--- config.mk ---
export PLATFORM = sky130hd
export DESIGN_NAME = sine_pwm_duty_generator_unit_flat
export DESIGN_NICKNAME = d
export VERILOG_FILES = /design/src/rtl/spdg_pkg.sv /design/src/rtl/spdg_req_if.sv /design/src/rtl/spdg_rsp_if.sv /design/src/rtl/spdg_csr_if.sv /design/src/rtl/spdg_sequencer.sv /design/src/rtl/spdg_datapath.sv /design/src/rtl/sine_pwm_duty_generator_unit.sv /design/src/flat_wrapper.sv
export VERILOG_INCLUDE_DIRS = /design/src /design/src/rtl
export SDC_FILE = /design/constraint.sdc
export NUM_CORES = 1
export LEC_CHECK = 0
export BUFFER_PORTS_ARGS = -buffer_cell sky130_fd_sc_hd__buf_2
export CAP_MARGIN = 20
export CORE_UTILIZATION = 50
export CTS_CLUSTER_DIAMETER = 150
export CTS_CLUSTER_SIZE = 12
export DETAILED_ROUTE_END_ITERATION = 6
export GPL_TIMING_DRIVEN = 1
export PLACE_DENSITY = 0.74
export SKIP_CTS_REPAIR_TIMING = 1
export SLEW_MARGIN = 20
export SYNTH_ARGS = -nofsm -noshare
export SYNTH_HDL_FRONTEND = slang
export SYNTH_SLANG_ARGS = --single-unit
--- constraint.sdc ---
create_clock -name clock -period 11.3 [get_ports clock]
set_input_delay 0.565 -clock clock [delete_from_list [all_inputs] [get_ports clock]]
set_output_delay 0.565 -clock clock [all_outputs]
set_load 0.02 [all_outputs]
--- src/rtl/sine_pwm_duty_generator_unit_defines.svh ---
// ----------------------------------------------------------------------------
// sine pwm duty generator assertion macros
// shared concurrent check forms for the duty generator
// ----------------------------------------------------------------------------
`ifndef SINE_PWM_DUTY_GENERATOR_UNIT_DEFINES_SVH
`define SINE_PWM_DUTY_GENERATOR_UNIT_DEFINES_SVH

// implication in the same cycle
`define SPDG_ASSERT_NOW(lbl, clk, rst, ante, cons, msg) \
   lbl: assert property (@(posedge clk) disable iff (rst) (ante) |-> (cons)) \
      else $error(msg);

// implication in the following cycle
`define SPDG_ASSERT_NEXT(lbl, clk, rst, ante, cons, msg) \
   lbl: assert property (@(posedge clk) disable iff (rst) (ante) |=> (cons)) \
      else $error(msg);

`endif

--- src/rtl/spdg_pkg.sv ---
// ----------------------------------------------------------------------------
// spdg_pkg
// constants, control word types and microcode program of the duty generator
// ----------------------------------------------------------------------------
`timescale 1ns / 1ps

package spdg_pkg;

   // angle constants, q3.12 radians
   localparam logic [14:0] TWO_PI_Q12        = 15'd25736;
   localparam logic [14:0] THREE_HALF_PI_Q12 = 15'd19302;
   localparam logic [14:0] HALF_PI_Q12       = 15'd6434;
   localparam logic [14:0] PI_Q12            = 15'd12868;
   localparam logic [14:0] STEP_RESET        = 15'd306;

   // multiplier constants: reciprocals of 6 and 120, and the duty scale
   localparam logic [18:0] RECIP_6    = 19'd87382;   // ceil(2^19 / 6)
   localparam logic [18:0] RECIP_120  = 19'd279621;  // ceil(2^25 / 120)
   localparam logic [18:0] DUTY_SCALE = 19'd63;
   localparam logic [17:0] ONE_Q14    = 18'd16384;
   localparam int          DUTY_FULL  = 32;

   localparam int STEP_BITS = 3;

   typedef enum logic [1:0] {
      COND_ALWAYS,
      COND_REQ,
      COND_OUT
   } cond_type;

   typedef enum logic [2:0] {
      A_M,
      A_X2,
      A_X3,
      A_X3R,
      A_X5R,
      A_BIAS
   } asel_type;

   typedef enum logic [2:0] {
      B_M,
      B_X2,
      B_RECIP6,
      B_RECIP120,
      B_SCALE
   } bsel_type;

   typedef enum logic [1:0] {
      POST_Q14,
      POST_SH19,
      POST_SH25,
      POST_Q16
   } post_type;

   typedef enum logic [2:0] {
      DST_NONE,
      DST_X2,
      DST_X3,
      DST_X5,
      DST_Q6,
      DST_Q120
   } dst_type;

   typedef struct packed {
      cond_type               cond;
      logic [STEP_BITS-1:0]   target;
      asel_type               a_sel;
      bsel_type               b_sel;
      post_type               post;
      dst_type                dst;
      logic                   fold;
      logic                   sum;
      logic                   finish;
   } ucode_type;

   typedef struct packed {
      ucode_type word;
      logic      fire;
   } ctrl_type;

   typedef struct packed {
      logic req_valid;
      logic out_free;
   } status_type;

   // microcode program, one control word per step
   function automatic ucode_type ucode(input logic [STEP_BITS-1:0] step);
      ucode_type w;
      w = '{cond: COND_ALWAYS, target: '0, a_sel: A_M, b_sel: B_M, post: POST_Q14,
            dst: DST_NONE, fold: 1'b0, sum: 1'b0, finish: 1'b0};
      case (step)
         3'd0: begin
            // wait for a request, fold the phase on acceptance
            w.cond   = COND_REQ;
            w.target = 3'd1;
            w.fold   = 1'b1;
         end
         3'd1: begin
            w.target = 3'd2;
            w.a_sel  = A_M;
            w.b_sel  = B_M;
            w.post   = POST_Q14;
            w.dst    = DST_X2;
         end
         3'd2: begin
            w.target = 3'd3;
            w.a_sel  = A_X2;
            w.b_sel  = B_M;
            w.post   = POST_Q14;
            w.dst    = DST_X3;
         end
         3'd3: begin
            w.target = 3'd4;
            w.a_sel  = A_X3;
            w.b_sel  = B_X2;
            w.post   = POST_Q14;
            w.dst    = DST_X5;
         end
         3'd4: begin
            w.target = 3'd5;
            w.a_sel  = A_X3R;
            w.b_sel  = B_RECIP6;
            w.post   = POST_SH19;
            w.dst    = DST_Q6;
         end
         3'd5: begin
            w.target = 3'd6;
            w.a_sel  = A_X5R;
            w.b_sel  = B_RECIP120;
            w.post   = POST_SH25;
            w.dst    = DST_Q120;
         end
         3'd6: begin
            w.target = 3'd7;
            w.sum    = 1'b1;
         end
         3'd7: begin
            // duty product, held until the output register is free
            w.cond   = COND_OUT;
            w.target = 3'd0;
            w.a_sel  = A_BIAS;
            w.b_sel  = B_SCALE;
            w.post   = POST_Q16;
            w.finish = 1'b1;
         end
         default: begin
            w.target = 3'd0;
         end
      endcase
      return w;
   endfunction

endpackage

--- src/rtl/spdg_req_if.sv ---
// ----------------------------------------------------------------------------
// spdg_req_if
// request channel carrying the timer tick
// ----------------------------------------------------------------------------
`timescale 1ns / 1ps

interface spdg_req_if;
   logic valid;
   logic ready;
   logic tick;

   modport source (output valid, output tick, input ready);
   modport sink   (input valid, input tick, output ready);
endinterface

--- src/rtl/spdg_rsp_if.sv ---
// ----------------------------------------------------------------------------
// spdg_rsp_if
// result channel carrying duty, sine value and cycle start flag
// ----------------------------------------------------------------------------
`timescale 1ns / 1ps

interface spdg_rsp_if #(
   parameter int DUTY_BITS = 6
);
   logic                  valid;
   logic                  ready;
   logic [DUTY_BITS-1:0]  duty;
   logic signed [15:0]    sine_value;
   logic                  cycle_start;

   modport source (output valid, output duty, output sine_value, output cycle_start,
                   input ready);
   modport sink   (input valid, input duty, input sine_value, input cycle_start,
                   output ready);
endinterface

--- src/rtl/spdg_csr_if.sv ---
// ----------------------------------------------------------------------------
// spdg_csr_if
// configuration write channel for the phase step register
// ----------------------------------------------------------------------------
`timescale 1ns / 1ps

interface spdg_csr_if;
   logic        valid;
   logic        ready;
   logic [14:0] phase_step;

   modport source (output valid, output phase_step, input ready);
   modport sink   (input valid, input phase_step, output ready);
endinterface

--- src/rtl/spdg_sequencer.sv ---
// ----------------------------------------------------------------------------
// spdg_sequencer
// step counter and microcode table with conditional jumps
// ----------------------------------------------------------------------------
`timescale 1ns / 1ps

module spdg_sequencer (
   input  logic                  clock,
   input  logic                  reset,
   input  spdg_pkg::status_type  status,
   output spdg_pkg::ctrl_type    ctrl
);

   logic [spdg_pkg::STEP_BITS-1:0] step_ff;
   logic [spdg_pkg::STEP_BITS-1:0] step_in;
   spdg_pkg::ucode_type            word;
   logic                           cond_ok;

   // fetch the control word of the current step
   assign word = spdg_pkg::ucode(step_ff);

   // jump condition
   always_comb begin
      case (word.cond)
         spdg_pkg::COND_ALWAYS: cond_ok = 1'b1;
         spdg_pkg::COND_REQ:    cond_ok = status.req_valid;
         spdg_pkg::COND_OUT:    cond_ok = status.out_free;
         default:               cond_ok = 1'b1;
      endcase
   end

   // take the target when the condition holds, otherwise stay
   assign step_in = cond_ok ? word.target : step_ff;

   assign ctrl.word = word;
   assign ctrl.fire = cond_ok;

   always_ff @(posedge clock) begin
      if (reset) begin
         step_ff <= '0;
      end else begin
         step_ff <= step_in;
      end
   end

endmodule

--- src/rtl/spdg_datapath.sv ---
// ----------------------------------------------------------------------------
// spdg_datapath
// phase accumulator, fold, shared multiplier and output register
// ----------------------------------------------------------------------------
`timescale 1ns / 1ps

module spdg_datapath #(
   parameter int DUTY_BITS = 6
) (
   input  logic                clock,
   input  logic                reset,
   input  spdg_pkg::ctrl_type  ctrl,
   input  logic                req_tick,
   output logic                out_free,
   spdg_csr_if.sink            csr_chan,
   spdg_rsp_if.source          rsp_chan
);

   localparam int DUTY_LIM = (1 << DUTY_BITS) - 1;
   localparam int DUTY_CAP = (DUTY_LIM < spdg_pkg::DUTY_FULL) ? DUTY_LIM
                                                              : spdg_pkg::DUTY_FULL;

   logic                  fold_go;
   logic                  finish_go;

   logic [14:0]           phase_step_ff, phase_step_in;
   logic [14:0]           phase_ff, phase_in;
   logic                  tick_ff, tick_in;
   logic                  neg_ff, neg_in;
   logic                  cyc_ff, cyc_in;
   logic [14:0]           m_ff, m_in;
   logic [15:0]           x2_ff, x2_in;
   logic [15:0]           x3_ff, x3_in;
   logic [17:0]           x5_ff, x5_in;
   logic [13:0]           q6_ff, q6_in;
   logic [10:0]           q120_ff, q120_in;
   logic signed [15:0]    sine_ff, sine_in;
   logic                  rsp_valid_ff, rsp_valid_in;
   logic [DUTY_BITS-1:0]  rsp_duty_ff, rsp_duty_in;
   logic signed [15:0]    rsp_sine_ff, rsp_sine_in;
   logic                  rsp_cyc_ff, rsp_cyc_in;

   logic [12:0]           mag;
   logic                  mag_neg;
   logic [15:0]           phase_sum;
   logic signed [17:0]    biased;
   logic [17:0]           mul_a;
   logic [18:0]           mul_b;
   logic [36:0]           prod;
   logic [36:0]           post_wide;
   logic [18:0]           mres;
   logic [16:0]           s_mag;
   logic [5:0]            duty_raw;
   logic [5:0]            duty_sat;
   logic [16:0]           duty_ext;

   assign fold_go   = ctrl.word.fold & ctrl.fire;
   assign finish_go = ctrl.word.finish & ctrl.fire;

   // configuration register
   assign csr_chan.ready = 1'b1;
   assign phase_step_in  = csr_chan.valid ? csr_chan.phase_step : phase_step_ff;

   // fold the phase into -pi/2..pi/2 as sign and magnitude
   always_comb begin
      if (phase_ff >= spdg_pkg::THREE_HALF_PI_Q12) begin
         mag     = 13'(spdg_pkg::TWO_PI_Q12 - phase_ff);
         mag_neg = 1'b1;
      end else if (phase_ff > spdg_pkg::PI_Q12) begin
         mag     = 13'(phase_ff - spdg_pkg::PI_Q12);
         mag_neg = 1'b1;
      end else if (phase_ff >= spdg_pkg::HALF_PI_Q12) begin
         mag     = 13'(spdg_pkg::PI_Q12 - phase_ff);
         mag_neg = 1'b0;
      end else begin
         mag     = 13'(phase_ff);
         mag_neg = 1'b0;
      end
   end

   assign tick_in = fold_go ? req_tick : tick_ff;
   assign neg_in  = fold_go ? mag_neg : neg_ff;
   assign cyc_in  = fold_go ? (phase_ff == '0) : cyc_ff;
   assign m_in    = fold_go ? {mag, 2'b00} : m_ff;

   // phase advance for a tick request as the result is issued, back to zero at a full turn
   assign phase_sum = {1'b0, phase_ff} + {1'b0, phase_step_ff};
   always_comb begin
      phase_in = phase_ff;
      if (finish_go && tick_ff) begin
         phase_in = (phase_sum >= {1'b0, spdg_pkg::TWO_PI_Q12}) ? '0 : phase_sum[14:0];
      end
   end

   // bias the sine for the duty product, a biased value at or below zero feeds zero
   assign biased = spdg_pkg::ONE_Q14 + 18'(sine_ff);

   // shared multiplier operand selection
   always_comb begin
      case (ctrl.word.a_sel)
         spdg_pkg::A_M:    mul_a = {3'b000, m_ff};
         spdg_pkg::A_X2:   mul_a = {2'b00, x2_ff};
         spdg_pkg::A_X3:   mul_a = {2'b00, x3_ff};
         spdg_pkg::A_X3R:  mul_a = 18'(x3_ff) + 18'd3;
         spdg_pkg::A_X5R:  mul_a = x5_ff + 18'd60;
         spdg_pkg::A_BIAS: mul_a = (biased > 18'sd0) ? biased : '0;
         default:          mul_a = '0;
      endcase
   end

   always_comb begin
      case (ctrl.word.b_sel)
         spdg_pkg::B_M:        mul_b = {4'b0000, m_ff};
         spdg_pkg::B_X2:       mul_b = {3'b000, x2_ff};
         spdg_pkg::B_RECIP6:   mul_b = spdg_pkg::RECIP_6;
         spdg_pkg::B_RECIP120: mul_b = spdg_pkg::RECIP_120;
         spdg_pkg::B_SCALE:    mul_b = spdg_pkg::DUTY_SCALE;
         default:              mul_b = '0;
      endcase
   end

   assign prod = 37'(mul_a) * 37'(mul_b);

   // scaling of the product, rounded for q14 and q16, truncated for the reciprocals
   always_comb begin
      case (ctrl.word.post)
         spdg_pkg::POST_Q14:  post_wide = (prod + 37'd8192) >> 14;
         spdg_pkg::POST_SH19: post_wide = prod >> 19;
         spdg_pkg::POST_SH25: post_wide = prod >> 25;
         spdg_pkg::POST_Q16:  post_wide = (prod + 37'd32768) >> 16;
         default:             post_wide = '0;
      endcase
   end
   assign mres = post_wide[18:0];

   // product destination
   assign x2_in   = (ctrl.word.dst == spdg_pkg::DST_X2)   ? mres[15:0] : x2_ff;
   assign x3_in   = (ctrl.word.dst == spdg_pkg::DST_X3)   ? mres[15:0] : x3_ff;
   assign x5_in   = (ctrl.word.dst == spdg_pkg::DST_X5)   ? mres[17:0] : x5_ff;
   assign q6_in   = (ctrl.word.dst == spdg_pkg::DST_Q6)   ? mres[13:0] : q6_ff;
   assign q120_in = (ctrl.word.dst == spdg_pkg::DST_Q120) ? mres[10:0] : q120_ff;

   // polynomial sum and sign restore
   assign s_mag   = {2'b00, m_ff} - {3'b000, q6_ff} + {6'b000000, q120_ff};
   assign sine_in = ctrl.word.sum ? (neg_ff ? -$signed(s_mag[15:0]) : $signed(s_mag[15:0]))
                                  : sine_ff;

   // duty saturation and width fit
   assign duty_raw = mres[5:0];
   assign duty_sat = (duty_raw > 6'(DUTY_CAP)) ? 6'(DUTY_CAP) : duty_raw;
   assign duty_ext = {11'b0, duty_sat};

   // output register
   assign out_free = ~rsp_valid_ff | rsp_chan.ready;
   always_comb begin
      rsp_valid_in = rsp_valid_ff & ~rsp_chan.ready;
      rsp_duty_in  = rsp_duty_ff;
      rsp_sine_in  = rsp_sine_ff;
      rsp_cyc_in   = rsp_cyc_ff;
      if (finish_go) begin
         rsp_valid_in = 1'b1;
         rsp_duty_in  = duty_ext[DUTY_BITS-1:0];
         rsp_sine_in  = sine_ff;
         rsp_cyc_in   = cyc_ff;
      end
   end

   assign rsp_chan.valid       = rsp_valid_ff;
   assign rsp_chan.duty        = rsp_duty_ff;
   assign rsp_chan.sine_value  = rsp_sine_ff;
   assign rsp_chan.cycle_start = rsp_cyc_ff;

   // control state
   always_ff @(posedge clock) begin
      if (reset) begin
         phase_step_ff <= spdg_pkg::STEP_RESET;
         phase_ff      <= '0;
         rsp_valid_ff  <= 1'b0;
      end else begin
         phase_step_ff <= phase_step_in;
         phase_ff      <= phase_in;
         rsp_valid_ff  <= rsp_valid_in;
      end
   end

   // working and payload registers
   always_ff @(posedge clock) begin
      tick_ff     <= tick_in;
      neg_ff      <= neg_in;
      cyc_ff      <= cyc_in;
      m_ff        <= m_in;
      x2_ff       <= x2_in;
      x3_ff       <= x3_in;
      x5_ff       <= x5_in;
      q6_ff       <= q6_in;
      q120_ff     <= q120_in;
      sine_ff     <= sine_in;
      rsp_duty_ff <= rsp_duty_in;
      rsp_sine_ff <= rsp_sine_in;
      rsp_cyc_ff  <= rsp_cyc_in;
   end

endmodule

--- src/rtl/sine_pwm_duty_generator_unit.sv ---
// A request is accepted at the first step and its result is registered at the last
// step of the eight-step microcode program, which runs all products through one
// shared 18x19 multiplier; no new request is taken until the program has finished.
// A result waiting in the output register stalls only the final step.
// Reset (synchronous): step counter to zero, phase to zero, phase step to 306.
// ----------------------------------------------------------------------------
// sine_pwm_duty_generator_unit
// microcoded taylor sine duty generator for sine-modulated pwm
// ----------------------------------------------------------------------------
`timescale 1ns / 1ps
`include "sine_pwm_duty_generator_unit_defines.svh"

module sine_pwm_duty_generator_unit #(
   parameter int DUTY_BITS = 6
) (
   input  logic         clock,
   input  logic         reset,
   spdg_req_if.sink     req_chan,
   spdg_rsp_if.source   rsp_chan,
   spdg_csr_if.sink     csr_chan
);

   localparam int DUTY_LIM  = (1 << DUTY_BITS) - 1;
   localparam int ZERO_DUTY = (DUTY_LIM < 16) ? DUTY_LIM : 16;

   spdg_pkg::ctrl_type    seq_ctrl;
   spdg_pkg::status_type  seq_status;
   logic                  out_free;

   // a request is taken only while the program waits at its first step
   assign req_chan.ready       = (seq_ctrl.word.cond == spdg_pkg::COND_REQ);
   assign seq_status.req_valid = req_chan.valid;
   assign seq_status.out_free  = out_free;

   spdg_sequencer u_sequencer (
      .clock  (clock),
      .reset  (reset),
      .status (seq_status),
      .ctrl   (seq_ctrl)
   );

   spdg_datapath #(
      .DUTY_BITS (DUTY_BITS)
   ) u_datapath (
      .clock    (clock),
      .reset    (reset),
      .ctrl     (seq_ctrl),
      .req_tick (req_chan.tick),
      .out_free (out_free),
      .csr_chan (csr_chan),
      .rsp_chan (rsp_chan)
   );

   // checks
   `SPDG_ASSERT_NEXT(a_one_in_flight, clock, reset,
      req_chan.valid && req_chan.ready, !req_chan.ready,
      "request taken while one is in progress")
   `SPDG_ASSERT_NOW(a_zero_phase, clock, reset,
      rsp_chan.valid && rsp_chan.cycle_start,
      rsp_chan.sine_value == 16'sd0 && rsp_chan.duty == DUTY_BITS'(ZERO_DUTY),
      "phase zero result not mid scale")
   `SPDG_ASSERT_NOW(a_no_overwrite, clock, reset,
      seq_ctrl.fire && seq_ctrl.word.finish, !rsp_chan.valid || rsp_chan.ready,
      "output register overwritten")

endmodule

--- src/flat_wrapper.sv ---
// flat-port wrapper written by rule: the top's interface ports become plain ports
module sine_pwm_duty_generator_unit_flat 
#(
   parameter int DUTY_BITS = 6
)
  (clock, reset, req_chan_valid, req_chan_tick, req_chan_ready, rsp_chan_valid, rsp_chan_duty, rsp_chan_sine_value, rsp_chan_cycle_start, rsp_chan_ready, csr_chan_valid, csr_chan_phase_step, csr_chan_ready);
  spdg_req_if req_chan_i ();
  spdg_rsp_if #(.DUTY_BITS(DUTY_BITS)) rsp_chan_i ();
  spdg_csr_if csr_chan_i ();
  input  logic clock;
  input  logic reset;
  input wire logic [$bits(req_chan_i.valid)-1:0] req_chan_valid;
  input wire logic [$bits(req_chan_i.tick)-1:0] req_chan_tick;
  output wire logic [$bits(req_chan_i.ready)-1:0] req_chan_ready;
  output wire logic [$bits(rsp_chan_i.valid)-1:0] rsp_chan_valid;
  output wire logic [$bits(rsp_chan_i.duty)-1:0] rsp_chan_duty;
  output wire logic [$bits(rsp_chan_i.sine_value)-1:0] rsp_chan_sine_value;
  output wire logic [$bits(rsp_chan_i.cycle_start)-1:0] rsp_chan_cycle_start;
  input wire logic [$bits(rsp_chan_i.ready)-1:0] rsp_chan_ready;
  input wire logic [$bits(csr_chan_i.valid)-1:0] csr_chan_valid;
  input wire logic [$bits(csr_chan_i.phase_step)-1:0] csr_chan_phase_step;
  output wire logic [$bits(csr_chan_i.ready)-1:0] csr_chan_ready;
  assign req_chan_i.valid = req_chan_valid;
  assign req_chan_i.tick = req_chan_tick;
  assign req_chan_ready = req_chan_i.ready;
  assign rsp_chan_valid = rsp_chan_i.valid;
  assign rsp_chan_duty = rsp_chan_i.duty;
  assign rsp_chan_sine_value = rsp_chan_i.sine_value;
  assign rsp_chan_cycle_start = rsp_chan_i.cycle_start;
  assign rsp_chan_i.ready = rsp_chan_ready;
  assign csr_chan_i.valid = csr_chan_valid;
  assign csr_chan_i.phase_step = csr_chan_phase_step;
  assign csr_chan_ready = csr_chan_i.ready;
  sine_pwm_duty_generator_unit #(.DUTY_BITS(DUTY_BITS)) u_core (.clock(clock), .reset(reset), .req_chan(req_chan_i), .rsp_chan(rsp_chan_i), .csr_chan(csr_chan_i));
endmodule
# [Yosys cells after proc, flatten, opt, wreduce, memory -nomap -nowiden]
# Cells that the tools add are included.
[totals] out_inout_bits=26 register_bits=164 wordCells=93 in_bits=21
[classes] n_eq_ne=26 multipliers=1 addsub=12 bitwise=6 mux=19 n_reduce_logical=6 n_lt_le_gt_ge=6
[ops] operator="$pmux W18 S6" n=1
[ops] operator="$pmux W19 S5" n=1
[ops] operator="$pmux W18 S4" n=1
[ops] operator="$pmux W8 S5" n=1
[ops] operator="$mux W13" n=3
[ops] operator="$mul A18 B19 Y37" n=1
[ops] operator="$add A34 B16 Y34 const B" n=1
[ops] operator="$add A32 B14 Y32 const B" n=1
[ops] operator="$eq A3 B3 Y1 const B" n=9
[ops] operator="$eq A3 B2 Y1 const B" n=8
[ops] operator="$pmux W3 S8" n=1
[ops] operator="$add A18 B6 Y18 const B" n=1
[ops] operator="$mux W18" n=1
[ops] operator="$add A16 B16 Y17 const A" n=1
[ops] operator="$add A16 B2 Y17 const B" n=1
[ops] operator="$gt A17 B1 Y1 const B" n=1
[ops] operator="$add A15 B15 Y16" n=1
[ops] operator="$add A16 B12 Y16" n=1
[ops] operator="$ge A16 B15 Y1 const B" n=1
[ops] operator="$mux W16" n=1
[ops] operator="$neg A16 Y16" n=1
[ops] operator="$sub A15 B14 Y16" n=1
[ops] operator="$ge A15 B13 Y1 const B" n=1
[ops] operator="$ge A15 B15 Y1 const B" n=1
[ops] operator="other kinds (20)" n=35

# [Depth between registers and ports, before layout]
# Gate-level depths: netlist of the first run.
[depth] ltp_word=8 depth_mapped=36 mapped_depth_nobuf=34

# [Modules after synthesis]
# From an unflattened synthesis of the first run, not the netlist that was laid out.
[hier_totals] hier_cells=2331 area_unflattened_um2=21116.5
[modules_own_cells] module="spdg_datapath" cells_each=2277 instances=1 area_each_um2=20691.1 seq_area_each_um2=4524.3
[modules_own_cells] module="spdg_sequencer" cells_each=53 instances=1 area_each_um2=411.6 seq_area_each_um2=60.1
[modules_own_cells] module="sine_pwm_duty_generator_unit" cells_each=1 instances=1 area_each_um2=13.8 seq_area_each_um2=0.0

# [Least setup slack after synthesis of the first run]
# Ideal clock, no wire load.
[synth_path] path_type="register to register" start="reg u_core.u_datapath.x5_ff[2]" end="reg u_core.u_datapath.q120_ff[7], data pin" setup_slack_ns=2.511 setup_ns=0.218 path_stages_with_launch=34 period_less_slack_ns=8.789 required_ns=11.082 arrival_time_ns=8.571 path_buffers=2 path_cell_list="edfxtp_1 -> inv_1 -> ha_1 -> or3b_2 -> and2_1 -> nand2_1 -> xor2_1 -> nor2_1 -> nor3b_1 -> clkbuf_1 -> nor2_1 -> fa_1 -> inv_1 -> fa_1 -> fa_1 -> inv_1 -> fa_1 -> fa_1 -> inv_1 -> fa_1 -> inv_1 -> ha_1 -> buf_6 -> a21o_1 -> or3_4 -> nor3_1 -> nor2_1 -> mux2_2 -> ha_1 -> o21ai_1 -> nor2b_1 -> and4b_1 -> mux2_1 -> nor3_1"
[synth_between] elab_chain_len=5 elab_cells_between_ends=6 classes_between="add/sub: 3; mul: 1; mux: 2"
[synth_lines] element="start: declaration" line="spdg_datapath.sv:34" rtl="logic [17:0] x5_ff, x5_in;"
[synth_lines] element="start signal: assignment" line="spdg_datapath.sv:194" rtl="x5_ff <= x5_in;"
[synth_lines] element="$add A18 B6 Y18 *" line="spdg_datapath.sv:105" rtl="spdg_pkg::A_X5R: mul_a = x5_ff + 18'd60;"
[synth_lines] element="$pmux W18 S6 *" line="spdg_datapath.sv:100" rtl="case (ctrl.word.a_sel)"
[synth_lines] element="$mul A18 B19 Y37 *" line="spdg_datapath.sv:122" rtl="assign prod = 37'(mul_a) * 37'(mul_b);"
[synth_lines] element="$add A34 B16 Y34 / $add A32 B14 Y32 (equally long branches)" line="spdg_datapath.sv:130, spdg_datapath.sv:127"
[synth_lines] element="$pmux W18 S4 *" line="spdg_datapath.sv:126" rtl="case (ctrl.word.post)"
[synth_lines] element="named net u_core.u_datapath.post_wide[7]" line="spdg_datapath.sv:50" rtl="logic [36:0] post_wide;"
[synth_lines] element="end signal: assignment" line="spdg_datapath.sv:196" rtl="q120_ff <= q120_in;"
[synth_lines] element="end: declaration" line="spdg_datapath.sv:36" rtl="logic [10:0] q120_ff, q120_in;"
# The timed path passes the listed nets; every way through them passes the cells marked *.
# A chain may end at the register's enable or synchronous reset.

# [Final worst setup path of the first run]
[layout_path] start="reg u_core.u_datapath.x5_ff[2]" end="reg u_core.u_datapath.x2_ff[11], data pin"
[layout_between] elab_chain_len=5 elab_cells_between_ends=6 classes_between="add/sub: 3; mul: 1; mux: 2"
[layout_lines] element="$add A18 B6 Y18 *" line="spdg_datapath.sv:105"
[layout_lines] element="$pmux W18 S6 *" line="spdg_datapath.sv:100"
[layout_lines] element="$mul A18 B19 Y37 *" line="spdg_datapath.sv:122"
[layout_lines] element="$add A34 B16 Y34 / $add A32 B14 Y32 (equally long branches)" line="spdg_datapath.sv:130, spdg_datapath.sv:127"
[layout_lines] element="$pmux W18 S4 *" line="spdg_datapath.sv:126"
[layout_lines] element="named net u_core.u_datapath.post_wide[11]" line="spdg_datapath.sv:50"
[layout_lines] element="end signal: assignment" line="spdg_datapath.sv:192" rtl="x2_ff <= x2_in;"
[layout_lines] element="end: declaration" line="spdg_datapath.sv:32" rtl="logic [15:0] x2_ff, x2_in;"
# Marks and branches as above.

==> results of run 1 <==
==> metal layers <==
metal	vias up	GRT usage (%)	wire, um
met5	-	0	0
met3	184	5.69	4890
met2	737	47.7	28400
met4	0	16.8	3800
met1	8346	39.4	24900
li1	7664	-	-
==> worst max-delay path by stage <==
stage,from,to,cells after the start,slack (ns)
detailed placement,u_core.u_sequencer.step_ff[0]$_SDFFE_PP0N_,u_core.u_datapath.x2_ff[11]$_DFFE_PN_,25,0.39
global route,u_core.u_datapath.x5_ff[2]$_DFFE_PN_,u_core.u_datapath.x2_ff[11]$_DFFE_PN_,33,0.45
global placement,u_core.u_sequencer.step_ff[0]$_SDFFE_PP0N_,u_core.u_datapath.q6_ff[11]$_DFFE_PN_,25,0.55
CTS,u_core.u_sequencer.step_ff[0]$_SDFFE_PP0N_,u_core.u_datapath.x2_ff[11]$_DFFE_PN_,25,0.36
floorplan,u_core.u_datapath.x5_ff[2]$_DFFE_PN_,u_core.u_datapath.q120_ff[7]$_DFFE_PN_,33,2.51
finish,u_core.u_datapath.x5_ff[2]$_DFFE_PN_,u_core.u_datapath.x2_ff[11]$_DFFE_PN_,33,0.86
==> logic make-up after synthesis <==
group	count (synthesis)	share of synthesized area (%)
multiplexers	32	1.58
AO/OA/AOI/OAI	379	12.6
other	2	0.0361
XOR/XNOR	97	4.09
AND/OR/NAND/NOR	718	15.8
flip-flops	164	22.0
buffers and inverters	481	8.80
adder cells (fa/ha/maj)	425	35.1
==> layout make-up <==
cell class	instances	share of cell area, %
multi-input cells	1671	65.0
flip-flops and latches	164	20.6
inverters	393	6.63
well taps	532	2.99
repair buffers	84	2.32
clock buffers	17	1.91
clock inverters	14	0.540
==> cell usage in the layout (no fill, tap or decap), types with 9 or more instances in the layout <==
cell type	count
fa_1	264
a31oi_1	10
mux2i_1	25
conb_1	20
nand2_1	256
nor2b_1	28
a22o_1	16
nor4_1	9
a211oi_1	12
a211o_1	12
o211ai_1	9
xor2_1	45
o31ai_1	11
nand4_1	22
dfxtp_1	33
edfxtp_1	130
nand3_1	25
or3_1	16
and2_1	27
nand2b_1	11
a21o_1	20
nor3_1	25
a21oi_1	103
xnor2_1	52
inv_1	392
o21a_1	13
ha_1	161
o22ai_1	10
buf_2	45
and3_1	16
o21ai_0	51
nor2_1	236
clkbuf_16	17
o21ai_1	10
buf_4	38
a221oi_1	10
==> registers in the layout (all words and copies together), names as in the netlist <==
| register | count |
|---|---|
| u_core.u_datapath.x5_ff | 18 |
| u_core.u_datapath.rsp_chan.sine_value | 16 |
| u_core.u_datapath.sine_ff | 16 |
| u_core.u_datapath.x2_ff | 16 |
| u_core.u_datapath.x3_ff | 16 |
| u_core.u_datapath.phase_ff | 15 |
| u_core.u_datapath.phase_step_ff | 15 |
| u_core.u_datapath.q6_ff | 14 |
| u_core.u_datapath.m_ff | 13 |
| u_core.u_datapath.q120_ff | 11 |
| u_core.u_datapath.rsp_chan.duty | 6 |
| u_core.u_sequencer.step_ff | 3 |
| u_core.u_datapath.cyc_ff | 1 |
| u_core.u_datapath.neg_ff | 1 |
| u_core.u_datapath.rsp_chan.cycle_start | 1 |
| u_core.u_datapath.rsp_chan.valid | 1 |
| u_core.u_datapath.tick_ff | 1 |
==> worst reg2reg max path, delay by kind of cell, from the launching register on <==
kind,cells,cell delay [ns]
fa+ha+maj,8,3.64
compound gates,7,2.62
simple gates,9,2.53
buf+inv,7,0.83
flops,1,0.43
xor+xnor,2,0.23
==> stage by stage <==
step | std cells | utilization (%) | setup WS (ns)
floorplan | 2316 | - | 2.51
global placement | 2843 | 53.0 | 0.550
detailed placement | 2843 | 53.0 | 0.385
CTS | 2874 | 54.4 | 0.359
global route | 2875 | 54.4 | 0.449
finish | 2875 | 54.4 | 0.864
==> out/qor.yml, run 1 <==
min_path_type: "in -> reg"
synth_cell_types: 86
grt_pass1_wl_um: 96000
syn_inst: 2298
io_buffer_count: 45
firstDrtPassIters: 7
crit_type: "reg -> reg"
fin_nets: 2777
synth.most_common_cell: "inv_1"
outcome: "complete, no violations"
grt_pass1_vias: 17000
h-tree-depth: 4
cp_slowest_stage_delay_ns: 0.95
design_area_sq_um: 22300
slew_viol_final: 0
clock-skew-final_ns: 0.0283
cts_tree: "yes"
fp-row-count: 74
via_count: 16900
avgSynthCellArea_sq_um: 9.05
cts.sinks: 164
hold-path-cell-count: 1
slowest_stage: "nor4_1"
slew-limit-headroom_pct: 22.8
yosys.area.top_type: "fa_1"
cp.arrival_ns: 10.73
cap_violations: 0
worstSkewPairLatency_ns: 0.47
die_x_um: 206
syn2layout_area_growth_pct: 7.08
cts_buffer_depth: 2
rrSetupSlack_ns: 0.86
drc_errors: 0
start_util_pct: 50.8
grt-ovfl-total: 0
viasPerCell: 5.89
hpwlAfterDp_um: 50200
wl_um: 62100
synth_edf_count: 130
place_area_sq_um: 21700
core_region_area_sq_um: 40900
drive_gt1_share_pct: 6.36
r2r_start: "u_core.u_datapath.x5_ff[2]$_DFFE_PN_"
required_ns: 11.59
rsz0062_at_grt: "no"
yosysSeqAreaShare_pct: 22.0
synth-seq-cells: 164
fillers: 3703
ant_nets: 0
place_congestion: 1.00
grt_max_degree: 32
reg2reg_depth: 33
synth_top_cells_by_count: "inv_1 (392), fa_1 (264), nand2_1 (256)"
die_h_um: 206
wl_per_cell_um: 21.6
antenna_found_initial: 0
ys.flop_type: "edfxtp_1"
path_delay_family: "adder cells"
end_kind: "flip-flop"
rr_endpoint: "u_core.u_datapath.x2_ff[11]$_DFFE_PN_"
crit_buf_inv: 7
yosys-top-cells-area: "fa_1 (25%), edfxtp_1 (19%), ha_1 (9.7%)"
startpoint_type: "flip-flop"
tightest_slew_ns: 1.16
grt_util_all_layers_pct: 30.3
hold_viol_final: 0
multi_input_area_sq_um: 14500
cpMostUsedCell: "fa_1"
root_buffer: "clkbuf_16"
synth_top_area_share_pct: 25.4
timing.hold.ws_ns: 0.310
setup_viol: 0
die_area_sq_um: 42400
fin_crit_sh_pct: 92.4
synth-async-reset-ratio_pct: 0
n_antenna_cell: 0
crit_fanout: 7
synth_area_sq_um: 20800
setup_tns_ns: 0
seq_area_sq_um: 4590
period_needed_ns: 10.44
clk_pin_slew_worst_paths_ns: 0.07
fmax_mhz: 95.8
drt_iter0_drc: 1577
worstHoldStart: "req_chan_tick"
top_level_ports: 47
cts_buffers: 17
whs_endpoint: "u_core.u_datapath.tick_ff$_DFFE_PP_"
yosysWarningCount: 0
Power of run 1 is not shown: default switching activity piles up to over one toggle a cycle in this logic, so the estimate is an artifact.
==> run 2, diff against run 1 <==
--- a/config.mk
+++ b/config.mk
@@ -8,6 +8,7 @@
 export LEC_CHECK = 0
 export BUFFER_PORTS_ARGS = -buffer_cell sky130_fd_sc_hd__buf_2
 export CAP_MARGIN = 20
+export CORE_MARGIN = 5
 export CORE_UTILIZATION = 50
 export CTS_CLUSTER_DIAMETER = 150
 export CTS_CLUSTER_SIZE = 12
==> out/qor.yml, run 2 (synthesis gave the netlist of run 1 again) <==
fin_nets: 2768  # was 2777
layout_commonest_cell: "inv_1"  # unchanged
grt_max_degree: 40  # was 32
n_antenna_cell: 0  # unchanged
via_count: 17100  # was 16.9k
grt-ovfl-total: 0  # unchanged
cts.sinks: 164  # unchanged
viasPerCell: 5.98  # was 5.89
cp_slowest_stage_delay_ns: 0.88  # was 0.95 ns
top_register: "u_core.u_datapath.x5_ff"  # unchanged
start_util_pct: 50.7  # was 50.8%
required_ns: 11.39  # was 11.59 ns
crit_type: "reg -> reg"  # unchanged
firstDrtPassIters: 6  # was 7
top_level_ports: 47  # unchanged
die_area_sq_um: 45800  # was 42400 sq um
clock-skew-final_ns: 0.0286  # was 0.0283 ns
cts_buffer_depth: 2  # unchanged
die_x_um: 214  # was 206 um
min_path_type: "in -> reg"  # unchanged
crit_fanout: 20  # was 7
antenna_found_initial: 1  # was 0
grt_pass1_vias: 17000  # about the same
slew_viol_final: 0  # unchanged
outcome: "complete, no violations"  # unchanged
cp.arrival_ns: 10.83  # was 10.73 ns
ant_nets: 0  # unchanged
cap_violations: 0  # unchanged
cts_buffers: 17  # unchanged
syn2layout_area_growth_pct: 7.01  # was 7.08%
largest_reg_flops: 18  # unchanged
cts_tree: "yes"  # unchanged
period_needed_ns: 10.74  # was 10.44 ns
worstSkewPairLatency_ns: 0.46  # was 0.47 ns
hold_viol_final: 0  # unchanged
grt_pass1_wl_um: 93300  # was 96000 um
tightest_slew_ns: 1.25  # was 1.16 ns
fin_crit_sh_pct: 95.1  # was 92.4%
fp-row-count: 74  # unchanged
final_cell_mix: "inv_1 (392), fa_1 (264), nand2_1 (256), nor2_1 (236), ha_1 (161)"  # unchanged
place_congestion: 1.00  # about the same
design_area_sq_um: 22300  # about the same
h-tree-depth: 4  # unchanged
fmax_mhz: 93.1  # was 95.8 MHz
end_kind: "flip-flop"  # unchanged
cpMostUsedCell: "fa_1"  # unchanged
clk_pin_slew_worst_paths_ns: 0.07  # about the same
die_h_um: 214  # was 206 um
setup_viol: 0  # unchanged
core_region_area_sq_um: 41000  # was 40900 sq um
hpwlAfterDp_um: 47700  # was 50200 um
drive_gt1_share_pct: 6.12  # was 6.36%
slowest_stage: "a211oi_2"  # was nor4_1
wl_per_cell_um: 20.8  # was 21.6 um
wl_um: 59600  # was 62100 um
io_buffer_count: 45  # unchanged
drt_iter0_drc: 1962  # was 1577
startpoint_type: "flip-flop"  # unchanged
drc_errors: 0  # unchanged
root_buffer: "clkbuf_16"  # unchanged
grt_util_all_layers_pct: 25.7  # was 30.3%
slew-limit-headroom_pct: 16.6  # was 22.8%
place_area_sq_um: 21700  # about the same
setup_tns_ns: 0  # unchanged
rsz0062_at_grt: "no"  # unchanged
-- run 2: through the flow --
stage / hold slack [ns] / std cells / worst slack, ns / utilization (%)
floorplan: 0.400 / 2316 / 2.51 / -
global placement: 0.406 / 2835 / 1.07 / 52.8
detailed placement: 0.406 / 2835 / 0.957 / 52.8
CTS: 0.298 / 2867 / 0.876 / 54.2
global route: 0.299 / 2867 / 0.341 / 54.2
finish: 0.326 / 2867 / 0.557 / 54.2
-- run 2: worst paths after layout --
| check | start | end | slack (ns) | depth (start not counted) |
|---|---|---|---|---|
| setup reg to reg | u_core.u_sequencer.step_ff[1]$_SDFFE_PP0N_ | u_core.u_datapath.q6_ff[7]$_DFFE_PN_ | 0.56 | 30 |
| hold reg to reg | u_core.u_datapath.cyc_ff$_DFFE_PP_ | u_core.u_datapath.rsp_chan.cycle_start$_DFFE_PP_ | 0.42 | 0 |
| hold / removal | req_chan_tick | u_core.u_datapath.tick_ff$_DFFE_PP_ | 0.33 | 1 |
| setup / recovery | u_core.u_sequencer.step_ff[1]$_SDFFE_PP0N_ | u_core.u_datapath.q6_ff[7]$_DFFE_PN_ | 0.56 | 30 |
-- run 2: final cells by class --
type                       count  area [sq um]
clock buffer                  19           464
clock inverter                13           124
fill                        3634         18800
inverter                     393          1480
multi-input combinational   1671         14500
sequential                   164          4580
tap                          532           666
timing repair buffer          75           450
-- run 2: critical path: cells and delay by family (launching register included) --
kind / cells / cell delay (ns)
muxes: 2 / 0.60
and+or+nand+nor: 11 / 3.07
adders and majority gates: 8 / 3.80
buffers and inverters: 4 / 0.27
DFF: 1 / 0.60
AOI/OAI and AO/OA: 5 / 2.02
-- run 2: per-layer routing --
metal | wire (um) | vias up | track usage (%)
met5 | 13 | - | 0
met4 | 3600 | 2 | 13.3
met3 | 4830 | 174 | 3.85
met2 | 28500 | 865 | 42.9
met1 | 22700 | 8456 | 32.8
li1 | - | 7643 | -
Power of run 2 is left out for the same reason.
